$ cat config.mk
export PLATFORM = sky130hd
export DESIGN_NAME = format_spec_parser
export DESIGN_NICKNAME = d
export VERILOG_FILES = /design/src/design/fsp_pkg.sv /design/src/design/fsp_fifo.sv /design/src/design/fsp_front.sv /design/src/design/fsp_back.sv /design/src/design/format_spec_parser.sv
export SDC_FILE = /design/constraint.sdc
export NUM_CORES = 1
export LEC_CHECK = 0
export BUFFER_PORTS_ARGS = -buffer_cell sky130_fd_sc_hd__buf_2
export CELL_PAD_IN_SITES_DETAIL_PLACEMENT = 0
export CELL_PAD_IN_SITES_GLOBAL_PLACEMENT = 1
export CORE_ASPECT_RATIO = 1.1
export CORE_MARGIN = 2
export CORE_UTILIZATION = 50
export CTS_BUF_LIST = sky130_fd_sc_hd__clkbuf_4 sky130_fd_sc_hd__clkbuf_8
export CTS_CLUSTER_SIZE = 20
export DETAILED_ROUTE_END_ITERATION = 6
export HOLD_SLACK_MARGIN = 0.03
export PLACE_DENSITY_LB_ADDON = 0.3
export SLEW_MARGIN = 40
export SYNTH_ARGS = -nofsm -noshare
export SYNTH_HDL_FRONTEND = slang
export SYNTH_SLANG_ARGS = --single-unit
$ cat constraint.sdc
create_clock -name clock -period 10.65 [get_ports clock]
set_clock_uncertainty 0.1 [all_clocks]
set_input_delay 2.13 -clock clock [delete_from_list [all_inputs] [get_ports clock]]
set_output_delay 2.13 -clock clock [all_outputs]
set_load 0.01 [all_outputs]
$ cat src/design/fsp_pkg.sv
// fsp_pkg: shared types and constants for the format specifier parser.
// Character codes, token kinds, length letter codes and transaction structs.
// No dependencies.
package fsp_pkg;

   // Default saturation width of width and precision accumulators
   localparam int NumBitsDefault = 16;

   // Depth of the token and result queues
   localparam int QueueDepth = 2;
   localparam int QueuePtrW  = $clog2(QueueDepth);
   localparam int QueueCntW  = $clog2(QueueDepth + 1);

   // Character codes
   localparam logic [7:0] CH_NUL   = 8'h00;
   localparam logic [7:0] CH_MINUS = 8'h2D;
   localparam logic [7:0] CH_PLUS  = 8'h2B;
   localparam logic [7:0] CH_SPACE = 8'h20;
   localparam logic [7:0] CH_HASH  = 8'h23;
   localparam logic [7:0] CH_ZERO  = 8'h30;
   localparam logic [7:0] CH_NINE  = 8'h39;
   localparam logic [7:0] CH_STAR  = 8'h2A;
   localparam logic [7:0] CH_DOT   = 8'h2E;
   localparam logic [7:0] CH_LOW_H = 8'h68;
   localparam logic [7:0] CH_LOW_L = 8'h6C;
   localparam logic [7:0] CH_BIG_L = 8'h4C;
   localparam logic [7:0] CH_PCT   = 8'h25;

   // Flag bits
   localparam logic [4:0] FLAG_MINUS = 5'b00001;
   localparam logic [4:0] FLAG_PLUS  = 5'b00010;
   localparam logic [4:0] FLAG_SPACE = 5'b00100;
   localparam logic [4:0] FLAG_ALT   = 5'b01000;
   localparam logic [4:0] FLAG_ZPAD  = 5'b10000;
   localparam logic [4:0] FLAG_NONE  = 5'b00000;

   // Length mask bits
   localparam logic [4:0] LEN_H    = 5'b00001;
   localparam logic [4:0] LEN_HH   = 5'b00010;
   localparam logic [4:0] LEN_L    = 5'b00100;
   localparam logic [4:0] LEN_LL   = 5'b01000;
   localparam logic [4:0] LEN_BIGL = 5'b10000;
   localparam logic [4:0] LEN_NONE = 5'b00000;

   // Length letter codes
   typedef logic [1:0] letter_type;
   localparam letter_type LET_NONE = 2'd0;
   localparam letter_type LET_H    = 2'd1;
   localparam letter_type LET_L    = 2'd2;
   localparam letter_type LET_BIGL = 2'd3;

   // Token kinds
   typedef logic [2:0] kind_type;
   localparam kind_type TK_OTHER  = 3'd0;
   localparam kind_type TK_NUL    = 3'd1;
   localparam kind_type TK_PCT    = 3'd2;
   localparam kind_type TK_FLAG   = 3'd3;
   localparam kind_type TK_STAR   = 3'd4;
   localparam kind_type TK_DIGIT  = 3'd5;
   localparam kind_type TK_DOT    = 3'd6;
   localparam kind_type TK_LETTER = 3'd7;

   typedef struct packed {
      logic [7:0]         ch;
      logic signed [31:0] star_arg;
   } req_type;

   typedef struct packed {
      logic [7:0]  conv_char;
      logic [4:0]  flag_bits;
      logic [15:0] field_width;
      logic [15:0] prec_value;
      logic        prec_given;
      logic [4:0]  length_mask;
      logic        literal_percent;
   } rsp_type;

   // Classified character, as the back end consumes it
   typedef struct packed {
      kind_type    kind;
      logic [7:0]  ch;
      logic [3:0]  digit;
      logic [4:0]  flag_mask;   // nonzero also for the zero digit
      letter_type  letter;
      logic        star_neg;
      logic [31:0] star_mag;    // magnitude, already saturated
   } tok_type;

endpackage

$ cat src/design/fsp_fifo.sv
// fsp_fifo: small register queue used between the parser stages.
// Uses fsp_pkg for the queue depth.
module fsp_fifo #(
   parameter int DATA_W = 8
) (
   input  logic              clock,
   input  logic              reset,
   input  logic              push,
   input  logic [DATA_W-1:0] wdata,
   output logic              full,
   input  logic              pop,
   output logic              empty,
   output logic [DATA_W-1:0] rdata
);
   import fsp_pkg::*;

   logic [DATA_W-1:0]    mem_ff [QueueDepth];
   logic [QueuePtrW-1:0] wr_ptr_ff, wr_ptr_in;
   logic [QueuePtrW-1:0] rd_ptr_ff, rd_ptr_in;
   logic [QueueCntW-1:0] count_ff, count_in;
   logic                 push_ok, pop_ok;

   assign full    = (count_ff == QueueCntW'(QueueDepth));
   assign empty   = (count_ff == '0);
   assign push_ok = push && !full;
   assign pop_ok  = pop && !empty;
   assign rdata   = mem_ff[rd_ptr_ff];

   always_comb begin
      wr_ptr_in = wr_ptr_ff;
      rd_ptr_in = rd_ptr_ff;
      count_in  = count_ff;
      if (push_ok) begin
         wr_ptr_in = (wr_ptr_ff == QueuePtrW'(QueueDepth - 1)) ? '0 : wr_ptr_ff + 1'b1;
      end
      if (pop_ok) begin
         rd_ptr_in = (rd_ptr_ff == QueuePtrW'(QueueDepth - 1)) ? '0 : rd_ptr_ff + 1'b1;
      end
      if (push_ok && !pop_ok) begin
         count_in = count_ff + 1'b1;
      end else if (pop_ok && !push_ok) begin
         count_in = count_ff - 1'b1;
      end
   end

   always_ff @(posedge clock) begin
      if (reset) begin
         wr_ptr_ff <= '0;
         rd_ptr_ff <= '0;
         count_ff  <= '0;
      end else begin
         wr_ptr_ff <= wr_ptr_in;
         rd_ptr_ff <= rd_ptr_in;
         count_ff  <= count_in;
      end
   end

   always_ff @(posedge clock) begin
      if (push_ok) begin
         mem_ff[wr_ptr_ff] <= wdata;
      end
   end

endmodule

$ cat src/design/fsp_front.sv
// fsp_front: accepts characters, classifies them and queues the tokens.
// Uses fsp_pkg and fsp_fifo.
module fsp_front #(
   parameter int NUM_BITS = fsp_pkg::NumBitsDefault
) (
   input  logic             clock,
   input  logic             reset,
   input  logic             req_push,
   input  fsp_pkg::req_type req_data,
   output logic             req_full,
   output logic             tok_valid,
   input  logic             tok_pop,
   output fsp_pkg::tok_type tok_data
);
   import fsp_pkg::*;

   localparam logic [32:0] NumMaxWide = (33'd1 << NUM_BITS) - 33'd1;
   localparam logic [31:0] NumMax     = NumMaxWide[31:0];

   tok_type     tok_new;
   logic [31:0] raw;
   logic [31:0] mag;
   logic        neg;
   logic        tok_empty;

   assign raw = req_data.star_arg;
   assign neg = raw[31];
   assign mag = neg ? (~raw + 32'd1) : raw;

   always_comb begin
      tok_new           = '0;
      tok_new.ch        = req_data.ch;
      tok_new.digit     = req_data.ch[3:0];
      tok_new.star_neg  = neg;
      tok_new.star_mag  = (mag > NumMax) ? NumMax : mag;
      tok_new.flag_mask = FLAG_NONE;
      tok_new.letter    = LET_NONE;
      tok_new.kind      = TK_OTHER;
      priority if (req_data.ch == CH_NUL) begin
         tok_new.kind = TK_NUL;
      end else if (req_data.ch == CH_PCT) begin
         tok_new.kind = TK_PCT;
      end else if (req_data.ch == CH_MINUS) begin
         tok_new.kind      = TK_FLAG;
         tok_new.flag_mask = FLAG_MINUS;
      end else if (req_data.ch == CH_PLUS) begin
         tok_new.kind      = TK_FLAG;
         tok_new.flag_mask = FLAG_PLUS;
      end else if (req_data.ch == CH_SPACE) begin
         tok_new.kind      = TK_FLAG;
         tok_new.flag_mask = FLAG_SPACE;
      end else if (req_data.ch == CH_HASH) begin
         tok_new.kind      = TK_FLAG;
         tok_new.flag_mask = FLAG_ALT;
      end else if (req_data.ch >= CH_ZERO && req_data.ch <= CH_NINE) begin
         tok_new.kind = TK_DIGIT;
         // zero acts as a flag while still in the flag phase
         if (req_data.ch == CH_ZERO) begin
            tok_new.flag_mask = FLAG_ZPAD;
         end
      end else if (req_data.ch == CH_STAR) begin
         tok_new.kind = TK_STAR;
      end else if (req_data.ch == CH_DOT) begin
         tok_new.kind = TK_DOT;
      end else if (req_data.ch == CH_LOW_H) begin
         tok_new.kind   = TK_LETTER;
         tok_new.letter = LET_H;
      end else if (req_data.ch == CH_LOW_L) begin
         tok_new.kind   = TK_LETTER;
         tok_new.letter = LET_L;
      end else if (req_data.ch == CH_BIG_L) begin
         tok_new.kind   = TK_LETTER;
         tok_new.letter = LET_BIGL;
      end else begin
         tok_new.kind = TK_OTHER;
      end
   end

   fsp_fifo #(
      .DATA_W ($bits(tok_type))
   ) u_tok_queue (
      .clock (clock),
      .reset (reset),
      .push  (req_push),
      .wdata (tok_new),
      .full  (req_full),
      .pop   (tok_pop),
      .empty (tok_empty),
      .rdata (tok_data)
   );

   assign tok_valid = !tok_empty;

endmodule

$ cat src/design/fsp_back.sv
// fsp_back: specifier state machine; consumes tokens, builds results.
// Uses fsp_pkg.
module fsp_back #(
   parameter int NUM_BITS = fsp_pkg::NumBitsDefault
) (
   input  logic             clock,
   input  logic             reset,
   input  logic             tok_valid,
   input  fsp_pkg::tok_type tok_data,
   output logic             tok_pop,
   input  logic             rsp_full,
   output logic             rsp_push,
   output fsp_pkg::rsp_type rsp_data
);
   import fsp_pkg::*;

   localparam int AccW = NUM_BITS + 4;

   localparam logic [2:0] PH_START = 3'd0;
   localparam logic [2:0] PH_FLAGS = 3'd1;
   localparam logic [2:0] PH_WSTAR = 3'd2;
   localparam logic [2:0] PH_WDIG  = 3'd3;
   localparam logic [2:0] PH_DOT   = 3'd4;
   localparam logic [2:0] PH_PSTAR = 3'd5;
   localparam logic [2:0] PH_PDIG  = 3'd6;
   localparam logic [2:0] PH_LEN   = 3'd7;

   logic [2:0]          phase_ff, phase_in;
   logic [4:0]          flags_ff, flags_in;
   logic [NUM_BITS-1:0] width_ff, width_in;
   logic [NUM_BITS-1:0] prec_ff, prec_in;
   logic                prec_seen_ff, prec_seen_in;
   logic [4:0]          len_ff, len_in;
   letter_type          pend_ff, pend_in;

   logic [2:0]          eff;
   logic                in_width, in_prec, consume, emit, lit;
   logic [NUM_BITS-1:0] acc_base, acc_next, star_val;
   logic [AccW-1:0]     acc_wide;
   logic [4:0]          single_len;
   logic [31:0]         width_ext, prec_ext;

   // acc*10 + digit, saturating
   assign acc_base = (eff == PH_WDIG) ? width_ff : (eff == PH_PDIG) ? prec_ff : '0;
   assign acc_wide = (AccW'(acc_base) << 3) + (AccW'(acc_base) << 1) + AccW'(tok_data.digit);
   assign acc_next = (acc_wide[AccW-1:NUM_BITS] != '0) ? '1 : acc_wide[NUM_BITS-1:0];
   assign star_val = tok_data.star_mag[NUM_BITS-1:0];

   assign eff      = (phase_ff == PH_START) ? PH_FLAGS : phase_ff;
   assign in_width = (eff == PH_FLAGS) || (eff == PH_WSTAR) || (eff == PH_WDIG);
   assign in_prec  = (eff == PH_DOT) || (eff == PH_PSTAR) || (eff == PH_PDIG);
   assign consume  = tok_valid && !rsp_full;
   assign tok_pop  = consume;
   assign rsp_push = consume && emit;

   assign single_len = ((pend_ff == LET_H) ? LEN_H : LEN_NONE)
                     | ((pend_ff == LET_L) ? LEN_L : LEN_NONE);

   always_comb begin
      phase_in     = phase_ff;
      flags_in     = flags_ff;
      width_in     = width_ff;
      prec_in      = prec_ff;
      prec_seen_in = prec_seen_ff;
      len_in       = len_ff;
      pend_in      = pend_ff;
      emit         = 1'b0;
      lit          = 1'b0;
      priority if (phase_ff == PH_START && tok_data.kind == TK_PCT) begin
         emit = 1'b1;
         lit  = 1'b1;
      end else if (tok_data.kind == TK_NUL) begin
         emit = 1'b1;
      end else if (eff == PH_FLAGS && tok_data.flag_mask != FLAG_NONE) begin
         flags_in = flags_ff | tok_data.flag_mask;
         phase_in = PH_FLAGS;
      end else if (eff == PH_FLAGS && tok_data.kind == TK_STAR) begin
         if (tok_data.star_neg) begin
            flags_in = flags_ff | FLAG_MINUS;
         end
         width_in = star_val;
         phase_in = PH_WSTAR;
      end else if (tok_data.kind == TK_DIGIT && in_width) begin
         width_in = acc_next;
         phase_in = PH_WDIG;
      end else if (tok_data.kind == TK_DOT && in_width) begin
         prec_seen_in = 1'b1;
         phase_in     = PH_DOT;
      end else if (eff == PH_DOT && tok_data.kind == TK_STAR) begin
         if (tok_data.star_neg) begin
            prec_in      = '0;
            prec_seen_in = 1'b0;
         end else begin
            prec_in = star_val;
         end
         phase_in = PH_PSTAR;
      end else if (tok_data.kind == TK_DIGIT && in_prec) begin
         prec_in  = acc_next;
         phase_in = PH_PDIG;
      end else if (tok_data.kind == TK_LETTER) begin
         if (pend_ff != LET_NONE && pend_ff == tok_data.letter) begin
            len_in  = len_ff | ((tok_data.letter == LET_H) ? LEN_HH : LEN_LL);
            pend_in = LET_NONE;
         end else begin
            len_in  = len_ff | single_len
                    | ((tok_data.letter == LET_BIGL) ? LEN_BIGL : LEN_NONE);
            pend_in = tok_data.letter;
         end
         phase_in = PH_LEN;
      end else begin
         emit = 1'b1;
      end
      if (emit) begin
         phase_in     = PH_START;
         flags_in     = FLAG_NONE;
         width_in     = '0;
         prec_in      = '0;
         prec_seen_in = 1'b0;
         len_in       = LEN_NONE;
         pend_in      = LET_NONE;
      end
   end

   assign width_ext = 32'(width_ff);
   assign prec_ext  = 32'(prec_ff);

   always_comb begin
      rsp_data                 = '0;
      rsp_data.conv_char       = tok_data.ch;
      rsp_data.literal_percent = lit;
      if (!lit) begin
         rsp_data.flag_bits   = flags_ff;
         rsp_data.field_width = width_ext[15:0];
         rsp_data.prec_value  = prec_ext[15:0];
         rsp_data.prec_given  = prec_seen_ff;
         rsp_data.length_mask = len_ff | single_len;
      end
   end

   always_ff @(posedge clock) begin
      if (reset) begin
         phase_ff     <= PH_START;
         flags_ff     <= FLAG_NONE;
         width_ff     <= '0;
         prec_ff      <= '0;
         prec_seen_ff <= 1'b0;
         len_ff       <= LEN_NONE;
         pend_ff      <= LET_NONE;
      end else if (consume) begin
         phase_ff     <= phase_in;
         flags_ff     <= flags_in;
         width_ff     <= width_in;
         prec_ff      <= prec_in;
         prec_seen_ff <= prec_seen_in;
         len_ff       <= len_in;
         pend_ff      <= pend_in;
      end
   end

endmodule

$ cat src/design/format_spec_parser.sv
// format_spec_parser: top level of the printf conversion specifier parser.
// Uses fsp_pkg, fsp_front, fsp_back and fsp_fifo.
//
// Feed the characters that follow a '%' one per transaction on req_data,
// with the integer a '*' would consume in star_arg. The parser walks flags,
// width ('*' or digits), precision after '.', and length letters (h, hh, l,
// ll, L, LL). The first character that does not fit ends the specifier and
// produces one result transaction holding flags, width, precision, length
// mask and that ending character; a '%' as the first character gives a
// literal percent result. Widths and precisions saturate at 2^NUM_BITS-1
// and are reported in 16 bits. Throughput is one character per clock while
// the result queue has room: the front end classifies each character into
// a two-entry token queue, and the back end state machine retires one token
// per cycle into a two-entry result queue. A result reaches rsp_data once
// the back end has popped its ending token and pushed the result into the
// result queue. While rsp_pop stays low, the result queue fills, the back
// end holds, and once the token queue also fills req_full rises. There is no
// clearing pass; the block is usable in the cycle after reset is released.
module format_spec_parser #(
   parameter int NUM_BITS = fsp_pkg::NumBitsDefault
) (
   input  logic             clock,
   input  logic             reset,
   input  logic             req_push,
   input  fsp_pkg::req_type req_data,
   output logic             req_full,
   output logic             rsp_empty,
   input  logic             rsp_pop,
   output fsp_pkg::rsp_type rsp_data
);
   import fsp_pkg::*;

   // token path: front -> back
   logic    tok_valid;
   logic    tok_pop;
   tok_type tok_data;

   // result path: back -> result queue
   logic    rsp_q_full;
   logic    rsp_q_push;
   rsp_type rsp_q_data;

   fsp_front #(
      .NUM_BITS (NUM_BITS)
   ) u_front (
      .clock     (clock),
      .reset     (reset),
      .req_push  (req_push),
      .req_data  (req_data),
      .req_full  (req_full),
      .tok_valid (tok_valid),
      .tok_pop   (tok_pop),
      .tok_data  (tok_data)
   );

   // back stalls only when the result queue is full
   fsp_back #(
      .NUM_BITS (NUM_BITS)
   ) u_back (
      .clock     (clock),
      .reset     (reset),
      .tok_valid (tok_valid),
      .tok_data  (tok_data),
      .tok_pop   (tok_pop),
      .rsp_full  (rsp_q_full),
      .rsp_push  (rsp_q_push),
      .rsp_data  (rsp_q_data)
   );

   // result queue decouples the state machine from the consumer
   fsp_fifo #(
      .DATA_W ($bits(rsp_type))
   ) u_rsp_queue (
      .clock (clock),
      .reset (reset),
      .push  (rsp_q_push),
      .wdata (rsp_q_data),
      .full  (rsp_q_full),
      .pop   (rsp_pop),
      .empty (rsp_empty),
      .rdata (rsp_data)
   );

endmodule

==> results.yml, run 1 <==
layout:
  diodes: 0
  multiInputGateArea_sq_um: 5240
  syn_to_final_growth_pct: 14.2
  seq_area_sq_um: 6390
  layout-drive-gt1-share: 0.246
  final_cell_area_sq_um: 13600
  final_nets: 1216
  fillers: 2023
sta:
  rsz0062_at_grt: "no"
  setup-tns-final_ns: 0
  fin_crit_sh: 0.461
  worst_pin_slew_ns: 0.749
  worst_slack_ns: 5.74
  setup_viol: 0
  fin_crit_ns: 4.91
  hold_violations: 0
  slew_headroom: 0.498
  drv_slew: 0
  timing.fmax_mhz: 204
routing:
  drtIter0Drc: 520
  drt-vias-per-instance: 5.67
  wl_mm: 25.9
  route.detailed.wl_per_inst_um: 17.6
  antenna_left: 0
  drc_errors: 0
  via_count: 8337
  first_pass_iters: 5
floorplanning:
  start_util: 0.506
  rows: 59
  io_pins: 98
  die_w_um: 151
  die_area_sq_um: 25000
  coreArea_sq_um: 23500
  dieHeight_um: 166
critical_path:
  worstPathArrival_ns: 5.22
  rr_worst_depth: 14
  reg2reg_from: "u_back.phase_ff[2]"
  crit_path_end_kind: "flop"
  required_ns: 10.96
  ff2ff_setup_slack_ns: 5.74
  cpPeakStageDelay_ns: 0.65
  slowest_stage: "nor2b_2"
  crit_fanout: 16
  critical-path-top-delay-family: "simple AND/OR/NAND/NOR gates"
  r2r-end: "u_back.prec_ff[14]"
  critical_path_buf_inv_count: 2
  crit_chain: "nor2b_2, a22o_1, and2_1, inv_1, fa_1, fa_1, nand2b_1, a21o_1, a22o_1, o21ai_0, mux2_2, nor4_4, buf_4, o211ai_1"
  critical_path_class: "flop to flop"
  start_kind: "flop"
outcome:
  status: "finished clean"
worst_hold_path:
  holdCritStartpoint: "u_back.len_ff[2]"
  hp-class: "flop to flop"
  holdPathStages: 2
  holdPathEnd: "u_back.len_ff[2]"
job:
  maxCapViolCount: 0
pwr:
  cellPowerDensity_nw_per_um2: 202
  switching_share: 0.303
  p_leak_uw: 0.00488
  power_frac_comb: 0.257
  seqPwrFrac: 0.432
  netSwitchingPower_uw: 832
  pwr-share-clk: 0.312
  p_int_uw: 1910
  ir_drop_mv: 0.130
grt:
  gr-total-overflow: 0
  grt_max_degree: 53
  antenna_found_initial: 0
  grt_pass1_wl_mm: 41.5
  grt_pass1_vias: 8034
  grtUsageTotal: 0.212
placement:
  placed_area_sq_um: 12700
  dp_slack_ns: 5.42
  io_buffers: 97
  dp_hpwl_mm: 18.3
  globalplace.congestion: 0.900
clock_tree:
  clock-sinks: 232
  cts_tree: "yes"
  root_buffer: "clkbuf_8"
  clkSlewWorstSetupHoldPaths_ns: 0.07
  ctsHoldBuffers: 0
  cts_buffers: 38
  post_cts_buffers: 0
  cts_resized: 0
  clockBufferDepth: 3
  clock_latency_ns: 0.54
  htreeDepth: 2
synthesis:
  synth-async-reset-ratio: 0
  ys_seq_elements: 232
  avgSynthCellArea_sq_um: 11.5
  syn_nets: 1110
  synth-main-ff-cell: "edfxtp_1"
  ys_seq_area_frac: 0.538
  yosysWarnings: 0
  synth_edf_count: 174
  synth_cells: 1030
  synth_area_sq_um: 11900
  synth_cell_types: 81
==> layout by cell type (no fill, tap or decap), drive strengths merged, types with 13 or more instances in the layout <==
| cell type | synthesis | final |
|---|---|---|
| nand2 | 81 | 81 |
| buf | 14 | 112 |
| o21ai | 57 | 57 |
| nor3 | 17 | 17 |
| and2 | 45 | 45 |
| o31ai | 13 | 13 |
| mux2i | 18 | 18 |
| clkbuf | 32 | 50 |
| inv | 21 | 22 |
| a21o | 15 | 15 |
| mux2 | 79 | 79 |
| a21oi | 42 | 42 |
| dfxtp | 58 | 58 |
| nand3 | 16 | 16 |
| a22oi | 29 | 29 |
| edfxtp | 174 | 174 |
| xor2 | 25 | 25 |
| clkinv | 1 | 13 |
| nor4 | 13 | 13 |
| ha | 34 | 34 |
| nor2 | 87 | 87 |
==> kinds of logic after synthesis <==
family	count (synthesis)	share of synthesized area
simple gates	325	0.149
compound gates	235	0.133
mux	97	0.0901
buf+inv	68	0.0239
fa+ha+maj	37	0.0401
xor+xnor	36	0.0266
flops	232	0.538
==> metal layers <==
metal,GRT usage,part of all wire
met2,0.337,0.46
met4,0.0578,0.015
met1,0.297,0.47
met3,0.0440,0.058
met5,0,0
==> synthesized netlist by cell type, drive strengths merged (9+ instances only) <==
master    n  area (sq um)
nor4     13           145
nand3    16          80.1
ha       34           425
nand2b    9          56.3
xnor2    11          96.3
o31ai    13          97.6
nand2    81           337
a21oi    42           210
xor2     25           219
buf      14          81.3
a22oi    29           218
clkbuf   32           120
edfxtp  174          5230
inv      21          78.8
o2bb2a   11           110
and2     45           283
dfxtp    58          1160
o211ai   12          90.1
or3       9          56.3
o21ai    57           285
a31oi     9          56.3
a21o     15           114
nor3     17          95.1
nor2     87           327
mux2i    18           180
mux2     79           890
==> flip-flops by register name, summed over array words and instances (netlist names), named ones only <==
register,cells
u_rsp_queue.mem_ff,104
u_rsp_queue.wr_ptr_ff,1
u_front.u_tok_queue.wr_ptr_ff,1
u_back.prec_seen_ff,1
u_back.len_ff,5
u_back.prec_ff,16
u_back.width_ff,16
u_front.u_tok_queue.rd_ptr_ff,1
u_rsp_queue.count_ff,2
u_back.pend_ff,2
u_front.u_tok_queue.count_ff,2
u_back.phase_ff,3
u_rsp_queue.rd_ptr_ff,1
u_front.u_tok_queue.mem_ff,70
u_back.flags_ff,5
==> power groups by stage <==
| stage | sequential (uW) | clock, uW | combinational [uW] |
|---|---|---|---|
| 5_1_grt | 1200 | 912 | 784 |
| 6_report | 1180 | 855 | 705 |
| 3_5_place_dp | 1200 | 0 | 708 |
| 2_1_floorplan | 1180 | 0 | 497 |
| 4_1_cts | 1190 | 876 | 712 |
| 3_3_place_gp | 1200 | 0 | 698 |
==> tightest hold or removal path: stages (launching register included) <==
cell and delay, ns:
dfxtp_1 0.33, a21oi_1 0.04, nor2_1 0.07
==> area by class of cell <==
class | instances | area share
multi-input cells | 730 | 0.387
inverters | 22 | 0.00609
well taps | 305 | 0.0282
repair buffers | 112 | 0.0444
clock buffers | 50 | 0.0471
clock inverters | 19 | 0.0160
flip-flops and latches | 232 | 0.471
==> worst max path at each step <==
stage	cells after the start	to	startpoint	slack (ns)
2_1_floorplan	7	u_rsp_queue.mem_ff[0][0]	flop	4.55
3_3_place_gp	8	u_front.u_tok_queue.mem_ff[0][1]	req_data[5]	5.20
3_5_place_dp	9	u_front.u_tok_queue.mem_ff[0][1]	req_data[5]	5.42
4_1_cts	14	u_back.prec_ff[14]	u_back.phase_ff[2]	5.74
5_1_grt	14	u_back.prec_ff[6]	u_back.phase_ff[2]	5.45
6_report	14	u_back.prec_ff[14]	u_back.phase_ff[2]	5.74
==> through the flow <==
stage	hold slack (ns)	util	std cells	power, uW
after detailed placement	0.354	0.541	1401	1910
final	0.366	0.577	1470	2740
after CTS	0.370	0.577	1470	2770
after global routing	0.384	0.577	1470	2890
after floorplan	0.328	-	1030	1680
after global placement	0.342	0.539	1398	1900
No activity file was read; power rests on OpenSTA's default activity.
==> run 2, diff against run 1 <==
--- a/config.mk
+++ b/config.mk
@@ -10,7 +10,7 @@
 export CELL_PAD_IN_SITES_GLOBAL_PLACEMENT = 1
 export CORE_ASPECT_RATIO = 1.1
 export CORE_MARGIN = 2
-export CORE_UTILIZATION = 50
+export CORE_UTILIZATION = 45
 export CTS_BUF_LIST = sky130_fd_sc_hd__clkbuf_4 sky130_fd_sc_hd__clkbuf_8
 export CTS_CLUSTER_SIZE = 20
 export DETAILED_ROUTE_END_ITERATION = 6
==> constraint.sdc (replaced) <==
create_clock -name clock -period 4 [get_ports clock]
set_clock_uncertainty 0.1 [all_clocks]
set_input_delay 0.8 -clock clock [delete_from_list [all_inputs] [get_ports clock]]
set_output_delay 0.8 -clock clock [all_outputs]
set_load 0.01 [all_outputs]
==> run 2 against run 1 <==
  * Sequential cell count unchanged
  * Via count about the same
  * Die area increased by 11%
  * Non-clock buffer count increased by 13
  * Global-route usage decreased by 2.5 points
  * Clock power increased by 130%
  * Sequential share of layout area decreased by 0.46 points
  * Routed wire length decreased by 0.85%
  * Largest cell class unchanged
==> results.yml, run 2 (same netlist as run 1, synthesis figures left out) <==
sta:
  slew_headroom: 0.480
  drv_slew: 0
  fin_crit_sh: 0.942
  setup_viol: 0
  hold_violations: 0
  fin_crit_ns: 3.77
  worst_slack_ns: 0.234
  setup-tns-final_ns: 0
  fin_hold_ws_ns: 0.367
  timing.fmax_mhz: 266
  worst_pin_slew_ns: 0.758
floorplanning:
  start_util: 0.457
  dieHeight_um: 174
  io_pins: 98
  rows: 62
  die_area_sq_um: 27700
  coreArea_sq_um: 26000
  die_w_um: 159
grt:
  grt_pass1_wl_mm: 42.1
  antenna_found_initial: 0
  grt_pass1_vias: 8000
  grt_max_degree: 53
  gr-total-overflow: 0
  grtUsageTotal: 0.187
routing:
  drc_errors: 0
  drt-vias-per-instance: 5.46
  drtIter0Drc: 535
  wl_mm: 25.7
  first_pass_iters: 5
  route.detailed.wl_per_inst_um: 16.8
  antenna_left: 0
  via_count: 8335
placement:
  dp_slack_ns: 0.0341
  io_buffers: 97
  dp_hpwl_mm: 18.2
  globalplace.congestion: 0.880
layout:
  top_regs: "u_rsp_queue.mem_ff (104), u_front.u_tok_queue.mem_ff (70)"
  layout-drive-gt1-share: 0.267
  regMostFlops: "u_rsp_queue.mem_ff"
  syn_to_final_growth_pct: 15.4
  diodes: 0
  largest_reg_flops: 104
  layout_commonest_cell: "edfxtp_1"
  fillers: 2305
  final_nets: 1229
  final_cell_mix: "174 x edfxtp_1, 97 x buf_2, 85 x nor2_1, 77 x mux2_2, 70 x nand2_1"
clock_tree:
  clkSlewWorstSetupHoldPaths_ns: 0.06
  htreeDepth: 2
  post_cts_buffers: 0
  clock_latency_ns: 0.53
  clockBufferDepth: 3
  ctsHoldBuffers: 0
  clock-sinks: 232
  cts_tree: "yes"
  cts_buffers: 38
  root_buffer: "clkbuf_8"
critical_path:
  start_kind: "flop"
  crit_path_start: "u_back.phase_ff[0]"
  reg2reg_from: "u_back.phase_ff[0]"
  required_ns: 4.31
  ff2ff_setup_slack_ns: 0.23
  worstPathArrival_ns: 4.08
  crit_path_end_kind: "flop"
  crit_fanout: 5
  critical_path_class: "flop to flop"
pwr:
  cellPowerDensity_nw_per_um2: 517
  p_leak_uw: 0.00493
  ir_drop_mv: 0.216
outcome:
  status: "finished clean"
worst_hold_path:
  holdCritStartpoint: "u_back.len_ff[0]"
  hp-class: "flop to flop"
job:
  maxCapViolCount: 0
[run 2: metal layers]
| layer | GRT usage | vias up | part of all wire |
|---|---|---|---|
| met5 | 0 | - | 0 |
| met4 | 0.0570 | 0 | 0.020 |
| met3 | 0.0303 | 41 | 0.046 |
| met2 | 0.281 | 226 | 0.43 |
| met1 | 0.277 | 3938 | 0.50 |
| li1 | - | 4130 | - |
[run 2: critical path, stage by stage (launching register included)]
cell       delay [ns]
dfxtp_2          0.39
nor2b_4          0.18
a22o_1           0.12
and2_1           0.16
inv_1            0.06
fa_1             0.54
inv_1            0.06
ha_1             0.30
a211o_1          0.29
a211oi_2         0.28
or3_4            0.18
o2111ai_4        0.12
mux2i_4          0.24
nor4_4           0.34
buf_4            0.20
o211ai_1         0.09
[run 2: timing repair]
item,CTS,global route
pin swaps,0,1
cloned,0,1
resized for setup,1,13
setup endpoints to repair,3,32
[run 2: layout make-up]
cell class / instances / area [sq um] / share of cell area
Inverter: 22 / 82.6 / 0.00603
Multi-Input combinational cell: 730 / 5320 / 0.388
Sequential cell: 232 / 6390 / 0.467
Timing Repair Buffer: 125 / 737 / 0.0538
Tap cell: 352 / 440 / 0.0322
Clock inverter: 13 / 93.8 / 0.00685
Clock buffer: 52 / 628 / 0.0459
[run 2: power by group]
| part | leakage (uW) | total, uW | internal, uW | switching [uW] |
|---|---|---|---|---|
| sequential | 0.00194 | 3130 | 2990 | 141 |
| clock | 0.000382 | 1980 | 1080 | 901 |
| combinational | 0.00260 | 1960 | 782 | 1180 |
| total | 0.00493 | 7080 | 4860 | 2220 |
[run 2: through the flow]
| stage | instances | instance area, sq um | util | total power [uW] |
|---|---|---|---|---|
| detailed placement | 1460 | 12900 | 0.496 | 5140 |
| finish | 1526 | 13700 | 0.527 | 7080 |
| global route | 1526 | 13700 | 0.527 | 7480 |
| CTS | 1525 | 13600 | 0.524 | 7150 |
| floorplan | 1030 | 12000 | - | 4500 |
| global placement | 1460 | 12900 | 0.496 | 5110 |
[run 2: final timing paths]
check                            end  cells past startpoint
setup / recovery  u_back.prec_ff[14]                     15
hold / removal      u_back.len_ff[0]                      2
setup reg to reg  u_back.prec_ff[14]                     15
hold reg to reg     u_back.len_ff[0]                      2
